===== config.mk =====
export PLATFORM = sky130hd
export DESIGN_NAME = bgsm_window
export DESIGN_NICKNAME = d
export VERILOG_FILES = /design/src/rtl/bgsm_pkg.sv /design/src/rtl/bgsm_window.sv
export SDC_FILE = /design/constraint.sdc
export NUM_CORES = 1
export LEC_CHECK = 0
export BUFFER_PORTS_ARGS = -buffer_cell sky130_fd_sc_hd__buf_2
export CORE_AREA = 3 3 309 311
export DETAILED_ROUTE_END_ITERATION = 6
export DIE_AREA = 0 0 312 314
export PLACE_DENSITY = 0.37
export SYNTH_ARGS = -nofsm -noshare
export SYNTH_HDL_FRONTEND = slang
export SYNTH_SLANG_ARGS = --single-unit

===== constraint.sdc =====
create_clock -name vclk -period 2.26
set_clock_uncertainty 0.05 [all_clocks]
set_input_delay 0.226 -clock vclk [all_inputs]
set_output_delay 0.226 -clock vclk [all_outputs]
set_load 0.02 [all_outputs]

===== src/rtl/bgsm_pkg.sv =====
package bgsm_pkg;

  // buffer geometry
  localparam int BUFFER_BYTES = 4096;
  localparam int ROW_BYTES    = 8;
  localparam int ROWS         = (BUFFER_BYTES + ROW_BYTES - 1) / ROW_BYTES;
  localparam int BANK_ROWS    = (ROWS + 1) / 2;
  localparam int ROW_AW       = (ROWS > 1) ? $clog2(ROWS) : 1;
  localparam int BANK_AW      = (BANK_ROWS > 1) ? $clog2(BANK_ROWS) : 1;

  // field widths
  localparam int OFF_W   = 15;
  localparam int LEN_W   = 7;
  localparam int VAL_W   = 64;
  localparam int POS_W   = 6;
  localparam int BYTE_AW = OFF_W - 3;
  localparam int END_W   = 17;
  localparam int ROW_W   = 64;
  localparam int WIN_W   = 128;
  localparam int SH_W    = 7;

  localparam logic CMD_READ  = 1'b0;
  localparam logic CMD_WRITE = 1'b1;

  typedef enum logic [1:0] {
    WS_8,
    WS_16,
    WS_32,
    WS_64
  } wsize_t;

  // decoded access, held for the life of one item
  typedef struct packed {
    logic              cmd;
    wsize_t            wsz;
    logic [POS_W-1:0]  s;
    logic [LEN_W-1:0]  len;
    logic [2:0]        byte_ofs;
    logic [ROW_AW-1:0] row;
    logic              span;
    logic              big;
    logic              err;
  } item_t;

endpackage


===== src/rtl/bgsm_window.sv =====
// Row pair <-> field window. The window holds the first word then the
// second word, MSB-justified, each in value order (swapped if big).
module bgsm_window (
  input  bgsm_pkg::item_t               ctl,
  input  logic [bgsm_pkg::ROW_W-1:0]    rd_even,
  input  logic [bgsm_pkg::ROW_W-1:0]    rd_odd,
  input  logic [bgsm_pkg::WIN_W-1:0]    rows_held,
  input  logic [bgsm_pkg::WIN_W-1:0]    y_new,
  output logic [bgsm_pkg::WIN_W-1:0]    rows_cur,
  output logic [bgsm_pkg::WIN_W-1:0]    y_cur,
  output logic [bgsm_pkg::WIN_W-1:0]    rows_new
);

  function automatic logic [15:0] ord16(input logic [15:0] x, input logic big);
    return big ? {x[7:0], x[15:8]} : x;
  endfunction

  function automatic logic [31:0] ord32(input logic [31:0] x, input logic big);
    return big ? {x[7:0], x[15:8], x[23:16], x[31:24]} : x;
  endfunction

  logic [5:0]                   bsh;
  logic [bgsm_pkg::WIN_W-1:0]   shifted;
  logic [bgsm_pkg::WIN_W-1:0]   z;
  logic [bgsm_pkg::WIN_W-1:0]   zm;

  assign bsh = {ctl.byte_ofs, 3'b000};

  // row A in the low half, little-endian bytes
  always_comb begin
    rows_cur = ctl.row[0] ? {rd_even, rd_odd} : {rd_odd, rd_even};
    shifted  = rows_cur >> bsh;
    unique case (ctl.wsz)
      bgsm_pkg::WS_8:  y_cur = {shifted[7:0], shifted[15:8], 112'b0};
      bgsm_pkg::WS_16: y_cur = {ord16(shifted[15:0], ctl.big),
                                ord16(shifted[31:16], ctl.big), 96'b0};
      bgsm_pkg::WS_32: y_cur = {ord32(shifted[31:0], ctl.big),
                                ord32(shifted[63:32], ctl.big), 64'b0};
      bgsm_pkg::WS_64: y_cur = {shifted[63:0], shifted[127:64]};
    endcase
  end

  always_comb begin
    unique case (ctl.wsz)
      bgsm_pkg::WS_8: begin
        z  = {112'b0, y_new[119:112], y_new[127:120]};
        zm = {112'b0, {16{1'b1}}};
      end
      bgsm_pkg::WS_16: begin
        z  = {96'b0, ord16(y_new[111:96], ctl.big), ord16(y_new[127:112], ctl.big)};
        zm = {96'b0, {32{1'b1}}};
      end
      bgsm_pkg::WS_32: begin
        z  = {64'b0, ord32(y_new[95:64], ctl.big), ord32(y_new[127:96], ctl.big)};
        zm = {64'b0, {64{1'b1}}};
      end
      bgsm_pkg::WS_64: begin
        z  = {y_new[63:0], y_new[127:64]};
        zm = {bgsm_pkg::WIN_W{1'b1}};
      end
    endcase
    rows_new = (rows_held & ~(zm << bsh)) | (z << bsh);
  end

endmodule

==> summary.md, run 1 <==
| Metric | Value |
|---|---|
| Worst path top cell family by delay | multiplexers |
| Adder-cell share of the synthesized area | 0% |
| Die Span Y | 314 um |
| Drt wl/cell | 29.3 um |
| Starting Density | 18.5% |
| Slowest stage cell on the critical path | mux4_2 |
| Fin util | about two fifths |
| Initial antenna violation count | 23 |
| Final critical-path required period | ~2.6 ns |
| Sum of buffers and inverters on the critical path | 4 |
| Layout cells sized above 1 | 72.7% |
| Setup slack at placement | -0.823 ns |
| Die X | 312 um |
| Final setup vio count | 168 |
| Slowest stage delay, CP | between 0.6 and 0.7 ns |
| Post-Syn Instances | 2,298 |
| First-pass GRT wire length | 208 mm |
| Psw | 6.19 mW |
| Full die area | 98,000 um^2 |
| Crit Path Max Fanout | 7 |
| WS Path Type | input port to output port |
| Area share of and/or/nand/nor cells after synthesis | roughly 18% |
| # port buffers | 775 |
| Peak supply drop | 0.000150 V |
| Synth cell types | 79 |
| Period utilization | 115% |
| Final hold violations | 0 |
| Most frequent cells in the layout | 890 x buf_4, 582 x buf_2, 290 x buf_6 |
| Sequential Power Share | 0% |
| DRT iter0 DRCs | 1,861 |
| Sw Ratio | a little over 50% |
| Combinational Power Share | 100.0% |
| Compound-Gate Fraction of Synth Area | 31.9% |
| Critical Path AT | about 2.3 ns |
| Seq/Total Area, Yosys | 0% |
| Hold Path Class | input port to output port |
| DR vias/cell | 5.31 |
| Pins Over Slew Limit | 0 |
| CP Cell Sequence | buf_16 > buf_12 > buf_16 > mux4_2 > mux4_2 > a21oi_2 > o211ai_1 > buf_4 |
| Gr usage total | 29.0% |
| Failing checks | setup timing |
| WL met1 | approximately 59 mm |
| Pwr dens | between 300 and 400 nW/um^2 |
| Nets | roughly 4.4k |
| Seq Cell Count | 0 |
| CP required | 1.98 ns |
| Clock power share | 0% |
| Max frequency | 385 MHz |
| Overall routed net length | 154 mm |
| I/O pins | 799 |
| Internal power | 5.81 mW |
| Leakage power | 17.3 nW |
| Drt drc | 0 |
| FP Rows | ~110 |
| Commonest non-fill, non-tap cell in the layout | buf_4 |
| Vias in the first global route | roughly 28k |
| Startpoint Class | input port |
| RSZ-0062 raised after global routing | yes |
| Setup WS post-layout | -0.340 ns |
| Syn Nets | between 2k and 3k |
| Post-route ant nets | 0 |
| Met3 wire length | 8.27 mm |
| Layout area overhead | 125% |
| Hold WS | about 0.69 ns |
| Syn Area/Cell | 7.48 um^2 |
| DR vias | 27.9k |
| TritonRoute pass-1 iters | 6 |
| Maximum number of pins on one net before global-route repair | 70 |
| Register area | 0 um^2 |
| Post-Syn Area | 17,200 um^2 |
| Largest family of logic cells by synthesized area | multiplexers |
| Slew margin rel. | a little under three fifths |
| Worst setup EP type | output port |
| GPL Wtd Cong | approximately 0.96 |
| Max-cap violations | 0 |
| Met2 WL | between 70 and 80 mm |
| Gr ovfl total | 0 |
| Yosys warns | 0 |
| Status | finished, violations left |
| Post-synthesis mux area share | between 40% and 50% |
| CLK BUF | 0 |
| Core Area | between 90,000 and 100,000 um^2 |
| DP HPWL | roughly 120 mm |
| Highest metal used | met5 |
| Overall power | 12.0 mW |
| Worst-margin pin slew | 0.635 ns |
| XOR/XNOR Fraction of Synth Area | 0% |
==> area by class of cell <==
type	instances	area (um^2)
timing repair buffer	1951	16800
fill	9517	54400
multi-input combinational	2018	20100
inverter	31	169
tap	1254	1570
antenna	11	27.5
==> kinds of logic (layout without fill, tap and decap cells) <==
group           Yosys count  count (layout)
simple gates            697             697
mux                     549             549
other cells               0              11
buf+inv                 280            1982
compound gates          772             772
==> what timing repair did <==
action                                  4_1_cts  5_1_grt
gates resized for setup                     796      772
hold buffers                                  0        0
gates cloned                                 28       12
endpoints found under the hold margin         0        0
endpoints found under the setup margin      252      243
setup buffers                               134      165
pin swaps                                   178      240
==> Yosys cell counts (30+ instances only) <==
master      n  area, um^2
mux2i_1   222        2220
a22oi_1    53         398
buf_2     103         515
nand2_1   269        1010
o21ai_0   114         571
nor3_1     33         165
buf_4      30         225
o211ai_1   63         473
and2_1     32         200
nor2_1    250         938
mux2_2    208        2340
a21oi_1   153         766
mux4_2    112        2520
a211oi_1   53         398
a221o_1    51         510
clkbuf_1   74         278
o22ai_1    44         275
==> routing by layer <==
layer,GRT usage [%],vias to the layer above
li1,-,12441
met2,53.6,1337
met4,12.5,2
met1,33.9,13834
met3,2.81,317
met5,0,-
==> metrics by stage <==
| stage | cell area (um^2) | TNS [ns] | cells |
|---|---|---|---|
| finish | 38700 | -26.92 | 5265 |
| global placement | 29300 | -88.42 | 4965 |
| floorplan | 17700 | -1.20 | 2298 |
| CTS | 34200 | -27.27 | 5112 |
| global route | 38700 | -34.63 | 5264 |
| detailed placement | 29300 | -88.78 | 4965 |
==> power by group through the flow <==
stage | Sequential (mW) | Combinational (mW) | Clock (mW)
after floorplan | 0 | 4.35 | 0
after global placement | 0 | 9.02 | 0
after detailed placement | 0 | 9.00 | 0
after CTS | 0 | 10.6 | 0
after global routing | 0 | 12.5 | 0.000000595
final | 0 | 12.0 | 0.000000658
==> worst min-delay path: cells and delay by family <==
kind                   cells  cell delay (ns)
buffers and inverters      2             0.19
AND/OR/NAND/NOR            2             0.11
==> path summary, 6_finish.rpt <==
kind	slack [ns]	cells after the start	to	start
worst max-delay path	-0.34	8	y_cur[101]	ctl[14]
worst min-delay path	0.69	4	rows_new[15]	rows_held[15]
Power figures use the tool's default switching activity.
==> inputs of run 2 (changes only) <==
--- a/config.mk
+++ b/config.mk
@@ -8,5 +8,5 @@
 export BUFFER_PORTS_ARGS = -buffer_cell sky130_fd_sc_hd__buf_2
-export CORE_AREA = 3 3 309 311
+export CORE_AREA = 2 2 308 310
 export DETAILED_ROUTE_END_ITERATION = 6
-export DIE_AREA = 0 0 312 314
+export DIE_AREA = 0 0 310 312
 export PLACE_DENSITY = 0.37
==> constraint.sdc (replaced) <==
create_clock -name vclk -period 2.26
set_clock_uncertainty 0.05 [all_clocks]
set_input_delay 0.565 -clock vclk [all_inputs]
set_output_delay 0.565 -clock vclk [all_outputs]
set_load 0.02 [all_outputs]
==> summary.md, run 2 (synthesis results as in run 1) <==
| Metric | Value |
|---|---|
| Failing checks | setup timing |
| Peak supply drop | around 0.00014 V |
| DP HPWL | 128 mm |
| Combinational Power Share | 100.0% |
| TritonRoute pass-1 iters | 6 |
| Starting Density | 18.5% |
| Gr usage total | a little under a third |
| Gr ovfl total | 0 |
| Worst setup EP type | output port |
| Fin util | a little under half |
| CLK BUF | 0 |
| Die X | 310 um |
| Max frequency | between 300 and 400 MHz |
| Post-route ant nets | 0 |
| Drt drc | 0 |
| CP required | 1.64 ns |
| Leakage power | ~18 nW |
| Sum of buffers and inverters on the critical path | 5 |
| # port buffers | 775 |
| Seq Cell Count | 0 |
| Pins Over Slew Limit | 0 |
| Nets | 4,499 |
| Internal power | 6.46 mW |
| Full die area | 96,700 um^2 |
| CP Cell Sequence | buf_16 > buf_12 > buf_8 > buf_4 > mux2_4 > mux4_2 > and2_4 > nand2_4 > a21oi_4 > a221o_1 > buf_6 |
| Core Area | approximately 93,000 um^2 |
| Period utilization | 145% |
| Register area | 0 um^2 |
| WS Path Type | input port to output port |
| Critical Path AT | 2.66 ns |
| Max-cap violations | 0 |
| Hold WS | 1.38 ns |
| Crit Path Max Fanout | 5 |
| Layout area overhead | 147% |
| DR vias/cell | 5.34 |
| DR vias | 28.6k |
| Final critical-path required period | 3.27 ns |
| RSZ-0062 raised after global routing | yes |
| Die Span Y | 312 um |
| Slowest stage delay, CP | 0.47 ns |
| Overall routed net length | 160 mm |
| First-pass GRT wire length | around 220 mm |
| # fillers | 9,128 |
| Drt wl/cell | between 20 and 30 um |
| Sw Ratio | 51.3% |
| Hold Path Class | input port to output port |
| Startpoint Class | input port |
| Layout cells sized above 1 | between 70% and 80% |
| Commonest non-fill, non-tap cell in the layout | buf_4 |
| Overall power | roughly 13 mW |
| I/O pins | 799 |
| Slowest stage cell on the critical path | mux4_2 |
| Final setup vio count | 299 |
| Initial antenna violation count | 29 |
| FP Rows | 112 |
| Final hold violations | 0 |
| Maximum number of pins on one net before global-route repair | 57 |
| Pwr dens | around 310 nW/um^2 |
| GPL Wtd Cong | 0.972 |
| Status | finished, violations left |
| Clock power share | 0% |
| Sequential Power Share | 0% |
| Setup WS post-layout | -1.01 ns |
| Psw | 6.80 mW |
| Most frequent cells in the layout | 861 x buf_4, 525 x buf_2, 464 x buf_6 |
| Vias in the first global route | 29.9k |
| Worst-margin pin slew | around 0.56 ns |
| Slew margin rel. | 61.9% |
| Area of the multi-input gates | approximately 23,000 um^2 |
| DRT iter0 DRCs | 1,985 |
| Worst path top cell family by delay | multiplexers |
-- run 2: changes by cell type in the layout (fill, tap and decap cells not counted), moves of 22 or more --
cell	change
buf_6	+174
mux2_2	-97
mux2_4	+97
nor2_1	-61
buf_2	-57
mux2i_1	-43
mux2i_4	+38
nor2_4	+32
buf_4	-29
nor2_2	+29
a21oi_4	+28
a21oi_1	-23
o21ai_4	+22
-- run 2: final timing paths --
| check | depth (start not counted) | endpoint | startpoint | slack [ns] |
|---|---|---|---|---|
| setup / recovery | 11 | rows_new[92] | ctl[1] | -1.01 |
| hold / removal | 4 | rows_new[8] | rows_held[8] | 1.38 |
-- run 2: per-layer routing --
layer,track usage [%],vias up,part of all wire [%]
met2,55.9,1335,50
met1,37.1,14296,39
met4,13.8,2,5.4
met3,4.20,327,5.9
met5,0,-,0.0081
li1,-,12611,-
-- run 2: power groups by stage --
stage	clock, mW	combinational [mW]	sequential (mW)
finish	0.000000779	13.3	0
global route	0.000000594	13.8	0
CTS	0	12.4	0
detailed placement	0	9.92	0
global placement	0	9.92	0
floorplan	0	5.29	0
-- run 2: per-stage QoR --
step | TNS [ns] | setup WS (ns) | area [um^2] | cells
final | -199.76 | -1.01 | 42500 | 5349
after global routing | -211.56 | -1.07 | 42500 | 5346
after CTS | -195.54 | -1.02 | 40100 | 5251
after detailed placement | -280.20 | -1.42 | 32000 | 5007
after global placement | -275.34 | -1.43 | 32000 | 5007
after floorplan | -117.90 | -0.727 | 21200 | 2298
-- run 2: area by class of cell --
cell class         count  share of cell area (%)
diodes                13                  0.0765
inverters             31                   0.412
multi-input cells   2018                    53.5
well taps           1254                    3.69
repair buffers      2033                    42.3
-- run 2: tightest hold or removal path, cell delays in order --
cell     delay (ns)
buf_2          0.08
nand2_1        0.05
o21ai_2        0.06
buf_6          0.11
-- run 2: timing repair --
action                                  in CTS  in global routing
pin swaps                                  311                290
cloned                                      27                  1
buffers inserted                           243                133
gates resized for setup                   1314                479
endpoints found under the setup margin     360                300
hold buffers                                 0                  0
==> inputs of run 3 (changes only) <==
--- a/config.mk
+++ b/config.mk
@@ -12,2 +12,3 @@
 export PLACE_DENSITY = 0.37
+export RECOVER_POWER = 100
 export SYNTH_ARGS = -nofsm -noshare
==> constraint.sdc (replaced) <==
create_clock -name vclk -period 2.26
set_clock_uncertainty 0.05 [all_clocks]
set_input_delay 0 -clock vclk [all_inputs]
set_output_delay 0 -clock vclk [all_outputs]
set_load 0.02 [all_outputs]
==> summary.md, run 3 (synthesis results as in run 1) <==
| Metric | Value |
|---|---|
| FP Rows | 112 |
| Critical Path AT | 2.21 ns |
| Post-Route Setup TNS | -0.00606 ns |
| Worst setup EP type | output port |
| Final critical-path required period | 2.26 ns |
| Setup slack at placement | -0.397 ns |
| Post-route ant nets | 0 |
| RSZ-0062 raised after global routing | yes |
| Startpoint Class | input port |
| CP Cell Sequence | buf_16 > buf_12 > bufbuf_16 > mux4_2 > mux4_2 > a21oi_2 > o211ai_1 > buf_4 |
| GPL Wtd Cong | 0.956 |
| Drt wl/cell | between 30 and 40 um |
| Worst-margin pin slew | around 0.87 ns |
| Layout cells sized above 1 | 52.9% |
| Hold buffers post-CTS | 0 |
| Nets | 3,860 |
| DRT iter0 DRCs | 2,094 |
| I/O pins | 799 |
| Setup WS post-layout | -0.00340 ns |
| Register area | 0 um^2 |
| Seq Cell Count | 0 |
| WHS Path Cells | 4 |
| Max-cap violations | 0 |
| Die Span Y | 312 um |
| WS Path Type | input port to output port |
| Full die area | 96,700 um^2 |
| Commonest non-fill, non-tap cell in the layout | buf_2 |
| Max frequency | 442 MHz |
| DP HPWL | 117 mm |
| TritonRoute pass-1 iters | 6 |
| Peak supply drop | between 0.0001 and 0.00015 V |
| Period utilization | 100% |
| Most frequent cells in the layout | 727 x buf_2, 549 x buf_4, 266 x nand2_1 |
| Min-delay src | rows_held[11] |
| DR vias/cell | 5.35 |
| Final setup vio count | 2 |
| Most used cell, CP | mux4_2 |
| First-pass GRT wire length | between 150 and 200 mm |
| # port buffers | 775 |
| Die X | 310 um |
| Maximum number of pins on one net before global-route repair | 70 |
| CP startpoint | ctl[14] |
| Fin util | 29.9% |
| Pwr dens | roughly 320 nW/um^2 |
| Initial antenna violation count | 27 |
| CLK BUF | 0 |
| Failing checks | setup timing |
| Crit Path Max Fanout | 8 |
| Overall routed net length | about 140 mm |
| DR vias | 25.3k |
| Slowest stage delay, CP | slightly below 0.6 ns |
| Drt drc | 0 |
| Vias in the first global route | 24.9k |
| Starting Density | 18.5% |
| Core Area | between 90,000 and 100,000 um^2 |
| Gr ovfl total | 0 |
| Status | finished, violations left |
| Hold Path Class | input port to output port |
| Slowest stage cell on the critical path | mux4_2 |
| Slew margin rel. | between 40 and 50% |
| Leakage power | 12.6 nW |
| Final hold violations | 0 |
| Gr usage total | 27.3% |
| Pins Over Slew Limit | 0 |
| CP required | approximately 2.2 ns |
| Layout area overhead | 61.6% |
-- run 3: cell count changes in the layout (fill, tap and decap cells not counted), sizes merged --
cell    delta
clkbuf    +30
diode      +9
buf      -669
inv        -1
clkinv     +1
-- run 3: critical path: cells and delay by family --
family,cells,cell delay [ns]
compound gates,2,0.35
buf+inv,4,0.73
mux,2,1.12
-- run 3: cell type report --
class / count / area (um^2)
multi-input cells: 2018 / 16300
diodes: 22 / 55.1
inverters: 31 / 130
well taps: 1254 / 1570
fillers: 10446 / 65300
repair buffers: 1394 / 9690
-- run 3: report_power, final --
| group | internal [mW] | leakage (nW) | switching [mW] | total [mW] |
|---|---|---|---|---|
| Clock | 0.00000132 | 0.000139 | 0 | 0.00000132 |
| Combinational | 3.69 | 12.6 | 5.10 | 8.79 |
| Sequential | 0 | 0 | 0 | 0 |
| Total | 3.69 | 12.6 | 5.10 | 8.79 |
-- run 3: stage by stage --
step | instances | instance area [um^2] | hold WS [ns] | power [mW]
4_1_cts | 4681 | 27100 | 0.274 | 8.55
3_3_place_gp | 4670 | 26500 | 0.272 | 8.37
2_1_floorplan | 2298 | 17200 | 0.116 | 4.19
6_report | 4719 | 27800 | 0.269 | 8.79
3_5_place_dp | 4670 | 26500 | 0.273 | 8.35
5_1_grt | 4718 | 27800 | 0.292 | 9.23
-- run 3: metal layers --
metal	global-route usage (%)	vias up	wire [um]
met5	0	-	13
met4	12.7	2	7360
met3	2.19	221	7260
met2	49.3	1245	71400
met1	32.6	12479	55900
li1	-	11322	-
-- run 3: path summary, 6_finish.rpt --
| check | endpoint | slack (ns) |
|---|---|---|
| setup / recovery | y_cur[101] | -0.003 |
| hold / removal | rows_new[11] | 0.27 |
-- run 3: what timing repair did --
item / 4_1_cts / 5_1_grt
setup buffers: 5 / 12
endpoints found under the hold margin: 0 / 0
gates resized for setup: 81 / 122
endpoints found under the setup margin: 104 / 105
gates cloned: 6 / 6
pin swaps: 13 / 37
